===== config.mk =====
export PLATFORM = sky130hd
export DESIGN_NAME = uvis_front
export DESIGN_NICKNAME = d
export VERILOG_FILES = /design/src/hdl/uvis_pkg.sv /design/src/hdl/uvis_front.sv
export SDC_FILE = /design/constraint.sdc
export NUM_CORES = 1
export LEC_CHECK = 0
export BUFFER_PORTS_ARGS = -buffer_cell sky130_fd_sc_hd__buf_2
export CAP_MARGIN = 30
export CORE_UTILIZATION = 26
export DETAILED_ROUTE_END_ITERATION = 16
export GPL_TIMING_DRIVEN = 0
export SLEW_MARGIN = 20
export SYNTH_ARGS = -nofsm -noshare
export SYNTH_HDL_FRONTEND = slang
export SYNTH_SLANG_ARGS = --single-unit

===== constraint.sdc =====
create_clock -name vclk -period 10.8
set_input_delay 0.54 -clock vclk [all_inputs]
set_output_delay 0.54 -clock vclk [all_outputs]
set_load 0.05 [all_outputs]

===== src/hdl/uvis_pkg.sv =====
package uvis_pkg;

    localparam int MAX_DEST_WIDTH  = 256;
    localparam int MAX_DEST_HEIGHT = 256;
    localparam int MAX_SRC_DIM     = 4096;

    localparam int COL_W  = $clog2(MAX_DEST_WIDTH);
    localparam int ROW_W  = $clog2(MAX_DEST_HEIGHT);
    localparam int ADDR_W = COL_W + ROW_W;
    localparam int CELLS  = MAX_DEST_WIDTH * MAX_DEST_HEIGHT;

    localparam int CH_W      = 16;
    localparam int SRC_W     = 12;
    localparam int DIV_W     = 13;
    localparam int NUM_W     = SRC_W + CH_W;
    localparam int DIV_CNT_W = $clog2(NUM_W);

    localparam int BITS_W     = 5;
    localparam int SIZE_W     = 9;
    localparam int MAX_BITS   = 16;
    localparam int CFG_IDX_W  = 3;
    localparam int CFG_DATA_W = 13;

    localparam int QUEUE_DEPTH = 4;

    localparam logic REQ_SCATTER = 1'b0;
    localparam logic REQ_READ    = 1'b1;

    typedef enum logic [CFG_IDX_W-1:0] {
        CFG_COORD_BITS  = 3'd0,
        CFG_CENTERED    = 3'd1,
        CFG_DEST_WIDTH  = 3'd2,
        CFG_DEST_HEIGHT = 3'd3,
        CFG_SRC_COLS    = 3'd4,
        CFG_SRC_ROWS    = 3'd5,
        CFG_HAS_ALPHA   = 3'd6
    } cfg_idx_t;

    typedef struct packed {
        logic [BITS_W-1:0] coord_bits;
        logic              centered;
        logic [SIZE_W-1:0] dest_width;
        logic [SIZE_W-1:0] dest_height;
        logic [DIV_W-1:0]  src_cols;
        logic [DIV_W-1:0]  src_rows;
        logic              has_alpha;
    } cfg_t;

    typedef struct packed {
        logic              is_read;
        logic [ADDR_W-1:0] addr;
        logic [CH_W-1:0]   alpha;
        logic [SRC_W-1:0]  src_x;
        logic [SRC_W-1:0]  src_y;
    } job_t;

    typedef struct packed {
        logic [CH_W-1:0] x;
        logic [CH_W-1:0] y;
        logic [CH_W-1:0] a;
    } cell_t;

    typedef struct packed {
        logic clearing;
    } back_status_t;

endpackage


===== src/hdl/uvis_front.sv =====
module uvis_front
    import uvis_pkg::*;
(
    input  cfg_t                 cfg,
    input  back_status_t         status,
    input  logic                 in_valid,
    output logic                 in_ready,
    input  logic                 req_type,
    input  logic [SRC_W-1:0]     src_x,
    input  logic [SRC_W-1:0]     src_y,
    input  logic [CH_W-1:0]      u_in,
    input  logic [CH_W-1:0]      v_in,
    input  logic [CH_W-1:0]      alpha_in,
    input  logic [COL_W-1:0]     read_col,
    input  logic [ROW_W-1:0]     read_row,
    output logic                 push_valid,
    output job_t                 push_job,
    input  logic                 push_ready
);

    // cell index rounded down, values between -1 and 0 go to 0, offset already applied
    function automatic logic signed [17:0] axis_cell(
        input logic [CH_W-1:0]   coord,
        input logic [BITS_W-1:0] bits,
        input logic              ctr,
        input logic [SIZE_W-1:0] size
    );
        logic [31:0]        scaled;
        logic signed [17:0] diff;
        logic signed [17:0] off;
        logic signed [17:0] t;
        scaled = {16'd0, coord} << bits;
        diff   = (18'sd1 <<< bits) - $signed({9'd0, size}) + 18'sd1;
        off    = ctr ? (diff >>> 1) : 18'sd0;
        t      = $signed({2'b00, scaled[31:16]}) - off;
        if (t == -18'sd1 && scaled[15:0] != 16'd0)
            return 18'sd0;
        return t;
    endfunction

    logic [BITS_W-1:0]  bits_eff;
    logic [SIZE_W-1:0]  w_eff;
    logic [SIZE_W-1:0]  h_eff;
    logic signed [17:0] col_c;
    logic signed [17:0] row_c;
    logic               hit;

    always_comb
    begin
        bits_eff = (cfg.coord_bits > BITS_W'(MAX_BITS)) ? BITS_W'(MAX_BITS) : cfg.coord_bits;
        w_eff    = (cfg.dest_width > SIZE_W'(MAX_DEST_WIDTH))
                   ? SIZE_W'(MAX_DEST_WIDTH) : cfg.dest_width;
        h_eff    = (cfg.dest_height > SIZE_W'(MAX_DEST_HEIGHT))
                   ? SIZE_W'(MAX_DEST_HEIGHT) : cfg.dest_height;
        col_c    = axis_cell(u_in, bits_eff, cfg.centered, w_eff);
        row_c    = axis_cell(v_in, bits_eff, cfg.centered, h_eff);
        hit      = (col_c >= 18'sd0) && (col_c < $signed({9'd0, w_eff}))
                && (row_c >= 18'sd0) && (row_c < $signed({9'd0, h_eff}));
    end

    always_comb
    begin
        in_ready         = push_ready && !status.clearing;
        push_valid       = in_valid && in_ready && ((req_type == REQ_READ) || hit);
        push_job.is_read = (req_type == REQ_READ);
        push_job.addr    = (req_type == REQ_READ) ? {read_row, read_col}
                                                  : {row_c[ROW_W-1:0], col_c[COL_W-1:0]};
        push_job.alpha   = cfg.has_alpha ? alpha_in : {CH_W{1'b1}};
        push_job.src_x   = src_x;
        push_job.src_y   = src_y;
    end

endmodule


=== After elaboration in Yosys (flattened, before gate mapping) ===
Cells that the tools add are included.

* Register bits after elaboration: 0
* Input bits: 143
* Word-level logic and storage cells: 43
* Output and inout bits: 59

* $add $sub $neg: 6
* Muxes and demuxes: 13
* Order comparisons: 7
* Reduce and logical (&&, ||, !) cells: 12
* Shift-type cells: 3
* Equal/unequal tests: 2

{| class="wikitable"
|+ Operators by type and width
! cell !! count
|-
| two-way mux 18 bit || 6
|-
| << shifter 16 x 5 -> 32 bit || 2
|-
| adder 18 x 2 -> 18 bit, second input constant || 2
|-
| equality test 18 x 1 -> 1 bit, second input constant || 2
|-
| >= comparator 18 x 1 -> 1 bit, second input constant || 2
|-
| < comparator 18 x 10 -> 1 bit || 2
|-
| subtractor 17 x 18 -> 18 bit || 2
|-
| subtractor 18 x 10 -> 18 bit || 2
|-
| two-way mux 16 bit || 2
|-
| nonzero test 16 bit || 2
|-
| greater-than comparator 9 bit, second input constant || 2
|-
| two-way mux 9 bit || 2
|-
| <<< shifter 2 x 5 -> 18 bit, first input constant || 1
|-
| logical AND 1 bit || 8
|-
| greater-than comparator 5 bit, second input constant || 1
|-
| two-way mux 5 bit || 1
|-
| two-way mux 1 bit || 2
|-
| logical NOT 1 bit || 1
|-
| logical OR 1 bit || 1
|}

=== Logic depth before layout (Yosys ltp) ===
* Word-level depth: 17
* Gate-level depth with buffers: 44
* Mapped depth without buffers: 40

=== Least setup slack after synthesis ===
No wires, ideal clock.

* Path kind: input to output
* From: input cfg[50] (netlist bit)
* To: output push_valid
* Path buffers: 4
* Stages on the path: 42
* Slack: 1724 ps
* Arrival time: 8536 ps
* Cells stage by stage: buf_4 > nand2b_1 > clkbuf_1 > clkbuf_1 > nand3_1 > ha_1 > inv_1 > ha_1 > fa_1 > a211oi_1 > o21ai_0 > a221o_1 > nand3_1 > nand2_1 > xnor2_1 > nand2_1 > ha_1 > and2_1 > [6 not listed] > nand3_2 > buf_2 > nor2b_1 > ha_1 > o21a_1 > o21ai_0 > nor4b_1 > nor4_1 > nand4b_1 > a211oi_2 > ha_1 > nand4b_1 > a21oi_1 > o21ai_0 > nor3_1 > nand4b_1 > o41ai_1 > a21o_1

* Word-level cells in the longest chain between the ends: 17

{| class="wikitable"
|+ RTL lines
! item !! line !! source
|-
| start, declared || uvis_front.sv:4 || <nowiki>input cfg_t cfg,</nowiki>
|-
| greater-than comparator 5 bit || uvis_front.sv:50 || <nowiki>bits_eff = (cfg.coord_bits > BITS_W'(MAX_BITS)) ? BITS_W'(MAX_BITS) : cfg.coord_bits;</nowiki>
|-
| two-way mux 5 bit (*) || uvis_front.sv:50 ||
|-
| <<< shifter 2 x 5 -> 18 bit || uvis_front.sv:33 || <nowiki>diff = (18'sd1 <<< bits) - $signed({9'd0, size}) + 18'sd1;</nowiki>
|-
| subtractor 18 x 10 -> 18 bit || uvis_front.sv:33 ||
|-
| adder 18 x 2 -> 18 bit || uvis_front.sv:33 ||
|-
| two-way mux 18 bit || uvis_front.sv:34 || <nowiki>off = ctr ? (diff >>> 1) : 18'sd0;</nowiki>
|-
| subtractor 17 x 18 -> 18 bit || uvis_front.sv:35 || <nowiki>t = $signed({2'b00, scaled[31:16]}) - off;</nowiki>
|-
| equality test 18 x 1 -> 1 bit || uvis_front.sv:36 || <nowiki>if (t == -18'sd1 && scaled[15:0] != 16'd0)</nowiki>
|-
| logical AND 1 bit || uvis_front.sv:36 ||
|-
| two-way mux 1 bit || uvis_front.sv:36 ||
|-
| two-way mux 18 bit || uvis_front.sv:38 || <nowiki>return t;</nowiki>
|-
| >= comparator 18 x 1 -> 1 bit or < comparator 18 x 10 -> 1 bit (tied branches) || uvis_front.sv:57 || <nowiki>hit = (col_c >= 18'sd0) && (col_c < $signed({9'd0, w_eff}))</nowiki>
|-
| logical AND 1 bit || uvis_front.sv:57 ||
|-
| logical AND 1 bit || uvis_front.sv:58 || <nowiki>&& (row_c >= 18'sd0) && (row_c < $signed({9'd0, h_eff}));</nowiki>
|-
| logical AND 1 bit (*) || uvis_front.sv:58 ||
|-
| logical OR 1 bit (*) || uvis_front.sv:64 || <nowiki>push_valid = in_valid && in_ready && ((req_type == REQ_READ) || hit);</nowiki>
|-
| logical AND 1 bit (*) || uvis_front.sv:64 ||
|-
| end, declared || uvis_front.sv:16 || <nowiki>output logic push_valid,</nowiki>
|}

Every way passes the cells marked *; elsewhere a longest branch is shown, timed or not.

=== Worst setup path in the final report ===
Ends and elaborated chain as after synthesis.

==> flow_summary.yaml <==
final_layout:
  n_clock_buffer: 0
  area_growth_pct: 18.8
  design.seq.count: 0
  seqCellArea_um2: 0
  drive_gt1_share_pct: 21.7
  antenna_cells: 0
  fin_cells: 1440
  n_fill_cell: 2710
  final_nets: 1349
synthesis:
  syn-instance-count: 965
  ys_seq_area_share_pct: 0
  syn_nets: 1196
  syn_area_mm2: 0.00660
  syn_avg_cell_area_um2: 6.84
  ys_types: 84
  synth_warnings: 0
sta:
  fin_crit_ns: 10.20
  fmax_mhz: 98.0
  setup_slack_ns: 0.598
  hold_viol_final: 0
  worstMarginPinSlew_ns: 0.664
  period_share_pct: 94.5
  maxSlewViolCount: 0
  setup_violations: 0
  rsz0062_at_grt: "false"
  slew_headroom_pct: 55.1
setup_path:
  critPathBufInv: 6
  criticalPathCategory: "input pin to output pin"
  cp_max_fo: 10
  cp-end-kind: "output pin"
  slowest_delay_ns: 0.38
  critPathTopFamily: "compound AO/OA/AOI/OAI gates"
  crit_path_start_kind: "input pin"
  required_ns: 10.26
  cp_slowest_cell: "ha_1"
  crit_path_frequent_cell: "ha_1"
  crit_arrival_ns: 9.66
power_and_ir_drop:
  seq_power_share_pct: 0
  max-vdd-ir-drop_mv: 0.0500
  p_int_uw: 243
  p_per_area_mw_per_mm2: 82.3
  leakagePower_nw: 3.67
  combPwrFrac_pct: 100.0
  power_switching_share_pct: 62.3
  switchingPower_uw: 402
  clkPwrFrac_pct: 0
route:
  antenna_left: 0
  wl_per_cell_um: 18.2
  via_count: 7821
  drc: 0
  firstDrtPassIters: 5
  viasPerCell: 5.43
  drt_iter0_drc: 671
  drt-total-wl_um: 26200
grt:
  antenna_found_initial: 0
  grt_pass1_vias: 7314
  grt_pass1_wl_um: 40200
  grt.total_usage_pct: 19.5
  overflow: 0
  grt_max_degree: 20
floorplan:
  die_x_um: 161
  fp.dieH_um: 161
  dieArea_mm2: 0.0260
  core_mm2: 0.0246
  ios: 202
  num_rows: 57
  initial_core_util_pct: 26.8
placed_design:
  dp_cells: 1440
  preCtsSetupSlack_ns: -0.336
  port_buffers: 151
  dp_hpwl_um: 22100
  routabilityCongestion: 0.940
run_status:
  status: "finished, final reports clean"
flow_run:
  maxCapViolCount: 0
hold_path:
  hp-class: "input pin to output pin"
## final timing paths
| kind | to | start | slack, ns | depth (start not counted) |
|---|---|---|---|---|
| setup / recovery | push_valid | cfg[50] | 0.60 | 43 |
| hold / removal | push_job[23] | src_x[11] | 1.38 | 2 |
## layer usage
layer / up-vias / part of all wire [%] / global-route usage [%]
li1: 3806 / - / -
met1: 3615 / 42 / 24.9
met2: 363 / 49 / 34.8
met3: 37 / 5.8 / 0.796
met4: 0 / 3.4 / 6.48
met5: - / 0 / 0
## cell usage in the layout (no fill, tap or decap), types with 4 or more instances in the layout
| cell type | n |
|---|---|
| nand3_1 | 21 |
| clkbuf_2 | 4 |
| buf_2 | 159 |
| a211o_1 | 4 |
| o21ai_0 | 49 |
| mux4_2 | 12 |
| mux2i_1 | 28 |
| xnor2_1 | 36 |
| clkbuf_1 | 21 |
| o31ai_1 | 12 |
| xor2_1 | 20 |
| o21a_1 | 9 |
| inv_1 | 37 |
| or3_1 | 5 |
| nor2_1 | 78 |
| and2_1 | 10 |
| nand2b_1 | 30 |
| a211oi_1 | 8 |
| a221o_1 | 4 |
| a31oi_1 | 12 |
| buf_4 | 29 |
| nor4_1 | 6 |
| buf_6 | 5 |
| mux2_2 | 4 |
| o21bai_1 | 7 |
| nor3_1 | 22 |
| a21oi_1 | 87 |
| o211ai_1 | 8 |
| nor2b_1 | 19 |
| ha_1 | 84 |
| a2111oi_0 | 4 |
| a22oi_1 | 5 |
| a22o_1 | 15 |
| a21o_1 | 19 |
| nand2_1 | 145 |
| and3_1 | 8 |
| fa_1 | 4 |
| nand4_1 | 6 |
## stage by stage
| stage | hold slack [ns] | area, um2 | total power, mW | utilization [%] | TNS [ns] |
|---|---|---|---|---|---|
| 2_1_floorplan | 1.25 | 6600 | 0.481 | - | 0 |
| 3_3_place_gp | 1.38 | 7760 | 0.631 | 31.5 | -0.408 |
| 3_5_place_dp | 1.38 | 7760 | 0.636 | 31.5 | -0.336 |
| 4_1_cts | 1.38 | 7770 | 0.641 | 31.6 | 0 |
| 5_1_grt | 1.38 | 7840 | 0.711 | 31.9 | 0 |
| 6_report | 1.38 | 7840 | 0.646 | 31.9 | 0 |
## synth_stat cells (5+ instances only)
cell / count / area share, %
buf_4: 26 / 3.0
o21bai_1: 7 / 0.80
or3_1: 5 / 0.47
xnor2_1: 36 / 4.8
nor2b_1: 20 / 1.9
nand2_1: 145 / 8.2
clkbuf_1: 28 / 1.6
nor2_1: 78 / 4.4
xor2_1: 20 / 2.7
nand2b_1: 32 / 3.0
o31ai_1: 12 / 1.4
a211oi_1: 9 / 1.0
nor4_1: 7 / 0.66
a22oi_1: 5 / 0.57
o21a_1: 9 / 1.0
and3_1: 8 / 0.76
mux2i_1: 28 / 4.2
ha_1: 84 / 16
a22o_1: 15 / 2.0
o211ai_1: 8 / 0.91
a21oi_1: 87 / 6.6
a31oi_1: 13 / 1.2
a21o_1: 19 / 2.2
mux4_2: 12 / 4.1
nand4_1: 6 / 0.57
nand3_1: 21 / 1.6
nor3_1: 23 / 1.7
buf_1: 5 / 0.28
o21ai_0: 49 / 3.7
buf_2: 8 / 0.61
and2_1: 10 / 0.95
inv_1: 37 / 2.1
## layout make-up
type | instances | area, um2 | share of cell area, %
Timing Repair Buffer | 154 | 778 | 9.92
Multi-Input combinational cell | 853 | 6060 | 77.2
Tap cell | 324 | 405 | 5.17
Buffer | 71 | 459 | 5.85
Inverter | 38 | 143 | 1.82
## what timing repair did
action,in CTS,in global routing
endpoints found under the setup margin,1,1
cloned,0,0
setup buffers,0,3
hold buffers,0,0
gates resized for setup,4,22
pin swaps,0,1
## kinds of logic after synthesis
logic type | Yosys count | synth area share (%)
adder cells (fa/ha/maj) | 88 | 17.1
buffers and inverters | 112 | 9.04
AND/OR/NAND/NOR | 382 | 28.3
AO/OA/AOI/OAI | 280 | 28.2
multiplexers | 47 | 9.84
XOR/XNOR | 56 | 7.43
## power by group through the flow
stage	combinational (mW)	clock, mW	sequential, mW
after global routing	0.711	0	0
final	0.646	0	0
after global placement	0.631	0	0
after detailed placement	0.636	0	0
after CTS	0.641	0	0
after floorplan	0.481	0	0
Note: power is estimated with default switching activity, not from simulation.
