--- config.mk ---
export PLATFORM = sky130hd
export DESIGN_NAME = uvis_fifo
export DESIGN_NICKNAME = d
export VERILOG_FILES = /design/src/hdl/uvis_pkg.sv /design/src/hdl/uvis_fifo.sv
export SDC_FILE = /design/constraint.sdc
export NUM_CORES = 1
export LEC_CHECK = 0
export BUFFER_PORTS_ARGS = -buffer_cell sky130_fd_sc_hd__buf_2
export CORE_AREA = 2 2 124 126
export DETAILED_ROUTE_END_ITERATION = 10
export DIE_AREA = 0 0 126 128
export GPL_ROUTABILITY_DRIVEN = 0
export MAX_ROUTING_LAYER = met4
export PLACE_DENSITY = 0.84
export SYNTH_ARGS = -nofsm -noshare
export SYNTH_HDL_FRONTEND = slang
export SYNTH_SLANG_ARGS = --single-unit
--- constraint.sdc ---
create_clock -name clk -period 4.7 [get_ports clk]
set_input_delay 0 -clock clk [delete_from_list [all_inputs] [get_ports clk]]
set_output_delay 0 -clock clk [all_outputs]
set_load 0.005 [all_outputs]
--- src/hdl/uvis_pkg.sv ---
package uvis_pkg;

    localparam int MAX_DEST_WIDTH  = 256;
    localparam int MAX_DEST_HEIGHT = 256;
    localparam int MAX_SRC_DIM     = 4096;

    localparam int COL_W  = $clog2(MAX_DEST_WIDTH);
    localparam int ROW_W  = $clog2(MAX_DEST_HEIGHT);
    localparam int ADDR_W = COL_W + ROW_W;
    localparam int CELLS  = MAX_DEST_WIDTH * MAX_DEST_HEIGHT;

    localparam int CH_W      = 16;
    localparam int SRC_W     = 12;
    localparam int DIV_W     = 13;
    localparam int NUM_W     = SRC_W + CH_W;
    localparam int DIV_CNT_W = $clog2(NUM_W);

    localparam int BITS_W     = 5;
    localparam int SIZE_W     = 9;
    localparam int MAX_BITS   = 16;
    localparam int CFG_IDX_W  = 3;
    localparam int CFG_DATA_W = 13;

    localparam int QUEUE_DEPTH = 4;

    localparam logic REQ_SCATTER = 1'b0;
    localparam logic REQ_READ    = 1'b1;

    typedef enum logic [CFG_IDX_W-1:0] {
        CFG_COORD_BITS  = 3'd0,
        CFG_CENTERED    = 3'd1,
        CFG_DEST_WIDTH  = 3'd2,
        CFG_DEST_HEIGHT = 3'd3,
        CFG_SRC_COLS    = 3'd4,
        CFG_SRC_ROWS    = 3'd5,
        CFG_HAS_ALPHA   = 3'd6
    } cfg_idx_t;

    typedef struct packed {
        logic [BITS_W-1:0] coord_bits;
        logic              centered;
        logic [SIZE_W-1:0] dest_width;
        logic [SIZE_W-1:0] dest_height;
        logic [DIV_W-1:0]  src_cols;
        logic [DIV_W-1:0]  src_rows;
        logic              has_alpha;
    } cfg_t;

    typedef struct packed {
        logic              is_read;
        logic [ADDR_W-1:0] addr;
        logic [CH_W-1:0]   alpha;
        logic [SRC_W-1:0]  src_x;
        logic [SRC_W-1:0]  src_y;
    } job_t;

    typedef struct packed {
        logic [CH_W-1:0] x;
        logic [CH_W-1:0] y;
        logic [CH_W-1:0] a;
    } cell_t;

    typedef struct packed {
        logic clearing;
    } back_status_t;

endpackage

--- src/hdl/uvis_fifo.sv ---
module uvis_fifo
    import uvis_pkg::*;
(
    input  logic clk,
    input  logic rst_n,
    input  logic push_valid,
    input  job_t push_job,
    output logic push_ready,
    output logic pop_valid,
    output job_t pop_job,
    input  logic pop_ready
);

    localparam int PTR_W = $clog2(QUEUE_DEPTH);
    localparam int CNT_W = $clog2(QUEUE_DEPTH + 1);

    job_t             slot_reg [QUEUE_DEPTH];
    logic [PTR_W-1:0] wr_ptr_reg;
    logic [PTR_W-1:0] wr_ptr_next;
    logic [PTR_W-1:0] rd_ptr_reg;
    logic [PTR_W-1:0] rd_ptr_next;
    logic [CNT_W-1:0] count_reg;
    logic [CNT_W-1:0] count_next;
    logic             push;
    logic             pop;

    always_comb
    begin
        push_ready  = (count_reg != CNT_W'(QUEUE_DEPTH));
        pop_valid   = (count_reg != '0);
        pop_job     = slot_reg[rd_ptr_reg];
        push        = push_valid && push_ready;
        pop         = pop_valid && pop_ready;
        wr_ptr_next = wr_ptr_reg;
        rd_ptr_next = rd_ptr_reg;
        count_next  = count_reg;
        if (push)
            wr_ptr_next = (wr_ptr_reg == PTR_W'(QUEUE_DEPTH - 1)) ? '0 : wr_ptr_reg + 1'b1;
        if (pop)
            rd_ptr_next = (rd_ptr_reg == PTR_W'(QUEUE_DEPTH - 1)) ? '0 : rd_ptr_reg + 1'b1;
        if (push && !pop)
            count_next = count_reg + 1'b1;
        else if (pop && !push)
            count_next = count_reg - 1'b1;
    end

    always_ff @(posedge clk or negedge rst_n)
    begin
        if (!rst_n)
        begin
            wr_ptr_reg <= '0;
            rd_ptr_reg <= '0;
            count_reg  <= '0;
        end
        else
        begin
            wr_ptr_reg <= wr_ptr_next;
            rd_ptr_reg <= rd_ptr_next;
            count_reg  <= count_next;
        end
    end

    always_ff @(posedge clk)
    begin
        if (push)
            slot_reg[wr_ptr_reg] <= push_job;
    end

`ifndef NO_ASSERTIONS
    a_count_bound: assert property (@(posedge clk) disable iff (!rst_n)
        count_reg <= CNT_W'(QUEUE_DEPTH))
        else $error("queue count past depth");

    a_ptr_gap: assert property (@(posedge clk) disable iff (!rst_n)
        (count_reg == '0 || count_reg == CNT_W'(QUEUE_DEPTH)) |-> wr_ptr_reg == rd_ptr_reg)
        else $error("queue pointers out of step with count");
`endif

endmodule

* Yosys cells after proc, flatten, opt, wreduce, memory -nomap -nowiden *
Memories as Yosys holds them, arrays and structs flattened.
Index checks and enable logic that the tools add are counted.

operators by class
  add/subtract/negate cells = 4
  reduce and logical (&&, ||, !) cells = 8
  equal/unequal tests = 3
  multiplexer cells = 6

operator list
  cell                   count
  $mux W3                2
  $add A2 B1 Y2 const B  2
  $eq A2 B2 Y1 const B   2
  $logic_and A1 B1 Y1    4
  $mux W2                2
  $add A3 B1 Y3 const B  1
  $ne A3 B3 Y1 const B   1
  $reduce_bool A3 Y1     1
  $sub A3 B1 Y3 const B  1
  $logic_not A1 Y1       2
  $mux W1                2
  $reduce_bool A2 Y1     1

word-level totals
  word-level logic and storage cells = 25
  flip-flop bits (word level) = 7
  memories = 1
  bits in writable memories = 228

memories
  name      words  width  read ports  clocked after memory_dff  write ports  RTL line         text
  slot_reg  4      57     1           0                         1            uvis_fifo.sv:17  job_t slot_reg [QUEUE_DEPTH];

* Longest topological paths before layout *
Gate-level depths: netlist of run 1.

  word-level depth = 6
  mapped depth = 8
  depth with buffers taken out = 8

* Worst setup path before layout of run 1 *
No wires, ideal clock.

  path kind = register -> register
  start = register count_reg[1]
  end = register count_reg[2]
  path buffers = 0
  setup slack = 2.613 ns
  arrival = 2.008 ns
  period minus slack after synthesis = 2.087 ns
  stages on the path, launching flop included = 9
  library setup time = 0.079 ns
  cells stage by stage = dfrtp_1 -> or3_2 -> nand2_1 -> ha_1 -> inv_1 -> fa_1 -> xor2_1 -> nor2_1 -> xor2_1

between the ends
  longest elaborated chain between the ends = 5
  elaborated cells on any way between the ends = 13
  classes of those cells = add/sub (2); eq/ne (1); mux (2); reduce/logical (8)

ends and longest elaborated chain
  item                                           RTL line         text
  from (decl)                                    uvis_fifo.sv:22  logic [CNT_W-1:0] count_reg;
  from (signal assigned)                         uvis_fifo.sv:59  count_reg <= count_next;
  $reduce_bool A3 Y1 *                           uvis_fifo.sv:30  pop_valid = (count_reg != '0);
  named net pop_valid                            uvis_fifo.sv:9   output logic pop_valid,
  $logic_and A1 B1 Y1 *                          uvis_fifo.sv:33  pop = pop_valid && pop_ready;
  $logic_not A1 Y1                               uvis_fifo.sv:41  if (push && !pop)
  $logic_and A1 B1 Y1                            uvis_fifo.sv:41
  $mux W3 or $reduce_bool A2 Y1 (tied branches)  --

Mark *: on every way through the listed nets, which the timed path passes. The rest lies on a longest branch. The select of a mux whose other input is x is not followed.
A chain may end at the register's enable or synchronous reset.

==> flow_metrics.env, run 1 <==
export IMPL_status="finished clean"
export IMPL_grt_overflow=0
export IMPL_grt_util_all_layers_pct=21.5
export IMPL_initial_utilization_pct=58.2
export IMPL_antenna_found_initial=1
export IMPL_maxCapViolCount=0
export IMPL_cp_end_kind="output port"
export IMPL_max_freq_mhz=367
export IMPL_cts_buffers=23
export IMPL_grt_start_max_net_pins=58
export IMPL_largest_reg_flops=228
export IMPL_cts_tree="yes"
export IMPL_via_per_inst=5.68
export IMPL_setup_violations=0
export IMPL_grt_pass1_vias=4488
export IMPL_ys_ff_latch=235
export IMPL_fin_crit_ns=2.73
export IMPL_final_nets=600
export IMPL_hpwl_um=9200
export IMPL_required_ns=4.70
export IMPL_dieArea_um2=16100
export IMPL_dpl_cell_area_um2=9460
export IMPL_startpoint_type="register"
export IMPL_ir_drop_mv=0.331
export IMPL_drc=0
export IMPL_p_leak_uw=0.00375
export IMPL_worst_setup_path_type="register to output port"
export IMPL_drive_gt1_share_pct=41.0
export IMPL_syn2layout_area_growth_pct=24.0
export IMPL_avgRoutedWirePerCell_um=22.7
export IMPL_cts_buffer_depth=3
export IMPL_power_density_nw_per_um2=592
export IMPL_min_path_cells=2
export IMPL_drtIter0Drc=390
export IMPL_num_io_pins=120
export IMPL_cts_resized=0
export IMPL_h_tree_depth=1
export IMPL_setup_slack_ns=1.97
export IMPL_rr_worst_depth=4
export IMPL_final_cell_mix="edfxtp_1 (228), buf_2 (119), dlygate4sd3_1 (61)"
export IMPL_skew_ns=0.0182
export IMPL_slew_headroom_pct=44.2
export IMPL_seq_area_frac_synth_pct=81.1
export IMPL_setup_tns_final_ns=0
export IMPL_coreArea_um2=14900
export IMPL_min_path_type="input port to register"
export IMPL_rsz0062_at_grt="no"
export IMPL_die_w_um=126
export IMPL_clock_latency_ns=0.49
export IMPL_ys_warn_count=0
export IMPL_syn_nets=402
export IMPL_finalCritPeriodShare_pct=58.0
export IMPL_cp_max_fo=39
export IMPL_syn_avg_cell_area_um2=25.9
export IMPL_drtPass1Iterations=4
export IMPL_num_rows=45
export IMPL_ys_types=20
export IMPL_worst_pin_slew_ns=0.837
export IMPL_drv_slew=0
export IMPL_final_common_cell="edfxtp_1"
export IMPL_postSynthCellCount=334
export IMPL_grt_pass1_wl_um=25500
export IMPL_preCtsSetupSlack_ns=2.39
export IMPL_netlist_area_um2=8660
export IMPL_hold_viol_final=0
export IMPL_crit_arrival_ns=2.73
export IMPL_ff2ff_setup_slack_ns=2.38
export IMPL_num_vias=4172
export IMPL_ant_nets=0
export IMPL_routed_wl_um=16700
export IMPL_die_h_um=128
export IMPL_cts_root_buf="clkbuf_16"
export IMPL_portBuffers=119
export IMPL_fillers=872
export IMPL_clk_pin_slew_ns=0.07
export IMPL_design_area_um2=10700
export IMPL_cts_sinks=235
export IMPL_post_cts_buffers=0
[path summary, 6_finish.rpt]
path | endpoint | from
worst max register to register | slot_reg[2][44] | wr_ptr_reg[0]
worst min-delay path | slot_reg[2][42] | push_job[42]
worst min register to register | count_reg[2] | count_reg[2]
max in group asynchronous | rd_ptr_reg[0] | rst_n
min in group asynchronous | wr_ptr_reg[1] | rst_n
worst max-delay path | pop_job[50] | rd_ptr_reg[0]
[Yosys cell counts (all sizes together)]
| library cell | n | area (um2) |
|---|---|---|
| and2 | 1 | 8.76 |
| and3 | 4 | 30.0 |
| buf | 13 | 83.8 |
| dfrtp | 7 | 175 |
| edfxtp | 228 | 6850 |
| fa | 1 | 20.0 |
| ha | 6 | 75.1 |
| inv | 3 | 11.3 |
| mux2 | 5 | 63.8 |
| mux4 | 57 | 1280 |
| nand2 | 1 | 3.75 |
| nor2 | 3 | 11.3 |
| or3 | 1 | 7.51 |
| or3b | 1 | 11.3 |
| xnor2 | 1 | 8.76 |
| xor2 | 2 | 17.5 |
[logic make-up (layout without fill, tap and decap cells)]
kind of cell             count (synthesis)  in the layout  share of synthesized area, %
other                                    0              1                             0
XOR/XNOR                                 3              3                         0.304
flip-flops                             235            235                          81.1
AND/OR/NAND/NOR                         11             11                         0.838
buffers and inverters                   16            228                          1.10
adder cells (fa/ha/maj)                  7              7                          1.10
multiplexers                            62             62                          15.6
[area by class of cell]
class | instances | area, um2 | share of cell area, %
sequential | 235 | 7030 | 65.4
tap | 188 | 235 | 2.19
timing repair buffer | 186 | 1250 | 11.7
inverter | 3 | 11.3 | 0.105
clock inverter | 9 | 68.8 | 0.641
clock buffer | 30 | 602 | 5.60
antenna | 1 | 2.50 | 0.0233
multi-input combinational | 83 | 1540 | 14.4
[worst max-delay path, stage by stage (launching register included)]
cell	delay [ns]
dfrtp_4	0.92
buf_4	0.53
mux4_2	0.59
buf_2	0.15
[timing repair]
item,4_1_cts,5_1_grt
hold buffers,61,0
endpoints found under the hold margin,239,0
endpoints found under the setup margin,0,0
[metrics by stage]
stage / utilization [%] / std cells / hold slack [ns] / power, uW
after global routing: 72.2 / 735 / 0.251 / 6640
after detailed placement: 63.6 / 634 / -0.155 / 4710
after floorplan: - / 334 / -0.296 / 4040
after CTS: 72.2 / 734 / 0.251 / 6410
after global placement: 63.6 / 634 / -0.160 / 4630
final: 72.2 / 735 / 0.259 / 6360
[power by group]
group,total (uW),leakage [uW],internal [uW],switching (uW)
registers,3040,0.00217,2780,262
clock network,1650,0.000328,953,696
logic,1670,0.00125,885,782
[routing by layer]
metal  routed length [um]  global-route usage (%)  vias up
li1                     -                       -     1826
met1                 6680                    28.8     2133
met2                 8700                    35.3      181
met3                  930                    3.38       32
met4                  393                    6.40        0
met5                    0                       -        -
(Power assumes the default switching activity.)
==> run 2: changes to the inputs <==
--- a/config.mk
+++ b/config.mk
@@ -6,12 +6,12 @@
 export NUM_CORES = 1
 export LEC_CHECK = 0
 export BUFFER_PORTS_ARGS = -buffer_cell sky130_fd_sc_hd__buf_2
-export CORE_AREA = 2 2 124 126
+export CORE_AREA = 2 2 127 129
 export DETAILED_ROUTE_END_ITERATION = 10
-export DIE_AREA = 0 0 126 128
+export DIE_AREA = 0 0 129 131
 export GPL_ROUTABILITY_DRIVEN = 0
 export MAX_ROUTING_LAYER = met4
-export PLACE_DENSITY = 0.84
+export PLACE_DENSITY = 0.81
 export SYNTH_ARGS = -nofsm -noshare
 export SYNTH_HDL_FRONTEND = slang
 export SYNTH_SLANG_ARGS = --single-unit
==> constraint.sdc (replaced) <==
create_clock -name clk -period 2.9 [get_ports clk]
set_input_delay 0 -clock clk [delete_from_list [all_inputs] [get_ports clk]]
set_output_delay 0 -clock clk [all_outputs]
set_load 0.005 [all_outputs]
==> run 2 against run 1 <==
  * Core utilization down 2.4 points
  * Via count down 1.7%
  * Sequential power up 60%
  * Highest routed layer unchanged
  * Flip-flop and latch count stayed put
  * Critical endpoint is now pop_job[33]
  * Total power grew 65%
  * Clock power is 76% higher
  * Critical path depth did not move
  * Critical path type unchanged
  * Clock skew fell by 0.0080 ns
==> flow_metrics.env, run 2 (synthesis gave the netlist of run 1 again) <==
export IMPL_status="finished clean"
export IMPL_hold_viol_final=0
export IMPL_slew_headroom_pct=49.9
export IMPL_required_ns=2.90
export IMPL_final_cell_mix="edfxtp_1 (228), buf_2 (119), dlygate4sd3_1 (61)"
export IMPL_final_nets=602
export IMPL_hpwl_um=8980
export IMPL_cts_buffer_depth=3
export IMPL_avgRoutedWirePerCell_um=20.3
export IMPL_clkPwrFrac_pct=27.7
export IMPL_worst_path_buf_inv=2
export IMPL_cp_slowest_cell="dfrtp_4"
export IMPL_worst_setup_path_type="register to output port"
export IMPL_crit_chain="buf_4 -> mux4_2 -> buf_2"
export IMPL_grt_pass1_wl_um=24300
export IMPL_power_density_nw_per_um2=965
export IMPL_grt_util_all_layers_pct=19.8
export IMPL_cp_max_fo=28
export IMPL_cts_sinks=235
export IMPL_largest_reg_flops=228
export IMPL_final_common_cell="edfxtp_1"
export IMPL_num_vias=4099
export IMPL_cts_root_buf="clkbuf_16"
export IMPL_antenna_found_initial=0
export IMPL_initial_utilization_pct=55.5
export IMPL_clock_latency_ns=0.51
export IMPL_finalCritPeriodShare_pct=80.1
export IMPL_clk_pin_slew_ns=0.06
export IMPL_setup_tns_final_ns=0
export IMPL_syn2layout_area_growth_pct=25.8
export IMPL_worst_pin_slew_ns=0.752
export IMPL_skew_ns=0.0102
export IMPL_num_io_pins=120
export IMPL_maxCapViolCount=0
export IMPL_grt_pass1_vias=4455
export IMPL_die_w_um=129
export IMPL_cts_buffers=23
export IMPL_cp_slowest_stage_delay_ns=0.79
export IMPL_cp_end_kind="output port"
export IMPL_ir_drop_mv=0.616
export IMPL_h_tree_depth=1
export IMPL_pwr_share_comb_pct=26.1
export IMPL_drtIter0Drc=285
export IMPL_coreArea_um2=15600
export IMPL_p_int_uw=7710
export IMPL_drv_slew=0
export IMPL_startpoint_type="register"
export IMPL_seq_power_share_pct=46.2
export IMPL_num_rows=46
export IMPL_cts_tree="yes"
export IMPL_routed_wl_um=15500
export IMPL_via_per_inst=5.35
export IMPL_p_sw_share_pct=26.6
export IMPL_fillers=947
export IMPL_antenna_cells=0
export IMPL_dieArea_um2=16900
export IMPL_path_delay_family="flip-flops"
export IMPL_grt_start_max_net_pins=49
export IMPL_ant_nets=0
export IMPL_setup_violations=0
export IMPL_portBuffers=119
export IMPL_rsz0062_at_grt="no"
export IMPL_die_h_um=131
export IMPL_p_leak_uw=0.00381
export IMPL_drtPass1Iterations=4
export IMPL_min_path_type="input port to register"
export IMPL_grt_overflow=0
export IMPL_crit_arrival_ns=2.32
export IMPL_place_inst=664
export IMPL_finalNonFillerCells=766
export IMPL_max_freq_mhz=430
export IMPL_drc=0
export IMPL_p_switching_uw=2800
export IMPL_fin_crit_ns=2.32
export IMPL_drive_gt1_share_pct=41.6
-- run 2: cell count changes in the layout (fill, tap and decap cells not counted) --
cell       before  now
clkinv_1        4    5
buf_12          0    3
diode_2         1    0
bufinv_16       1    3
buf_4           6    5
clkbuf_1        7    5
inv_8           0    1
-- run 2: timing repair --
action | in CTS | in global routing
setup endpoints to repair | 0 | 0
hold endpoints to repair | 239 | 0
hold buffers | 61 | 0
resized for setup | 0 | 0
setup buffers | 0 | 0
-- run 2: area by class of cell --
type                       instances  area, um2  share of cell area, %
clock inverter                    13        144                   1.32
inverter                           3       11.3                  0.103
multi-input combinational         83       1540                   14.2
sequential                       235       7030                   64.5
tap                              216        270                   2.48
clock buffer                      28        594                   5.46
timing repair buffer             188       1300                   12.0
-- run 2: power groups by stage --
stage                     clock [uW]  sequential [uW]  combinational [uW]
after floorplan                    0             4680                1870
after global placement             0             4890                2680
after detailed placement           0             4950                2730
after CTS                       2970             4880                2820
after global routing            3120             4950                3000
final                           2910             4860                2740
-- run 2: metrics by stage --
stage / utilization [%] / hold WS [ns] / total power, uW / setup slack (ns) / area (um2)
2_1_floorplan: - / -0.296 / 6540 / 0.813 / 8660
3_5_place_dp: 61.2 / -0.153 / 7680 / 0.664 / 9540
5_1_grt: 69.8 / 0.247 / 11100 / 0.394 / 10900
4_1_cts: 69.8 / 0.225 / 10700 / 0.461 / 10900
6_report: 69.8 / 0.250 / 10500 / 0.577 / 10900
3_3_place_gp: 61.2 / -0.162 / 7580 / 0.751 / 9540
-- run 2: worst paths after layout --
kind	from	to	slack (ns)	cells after the start
max in group asynchronous	rst_n	rd_ptr_reg[0]	2.15	3
min	push_job[38]	slot_reg[2][38]	0.25	2
max	rd_ptr_reg[0]	pop_job[33]	0.58	3
max reg2reg	count_reg[1]	count_reg[2]	0.66	8
min in group asynchronous	rst_n	count_reg[2]	0.46	3
min reg2reg	count_reg[2]	count_reg[2]	0.49	1
-- run 2: metal layers --
metal  track usage, %  part of all wire, %  vias to the layer above
li1                 -                    -                     1826
met1             24.9                   41                     2120
met2             33.6                   52                      125
met3             3.58                  4.8                       28
met4             5.88                  2.3                        0
met5                -                    0                        -
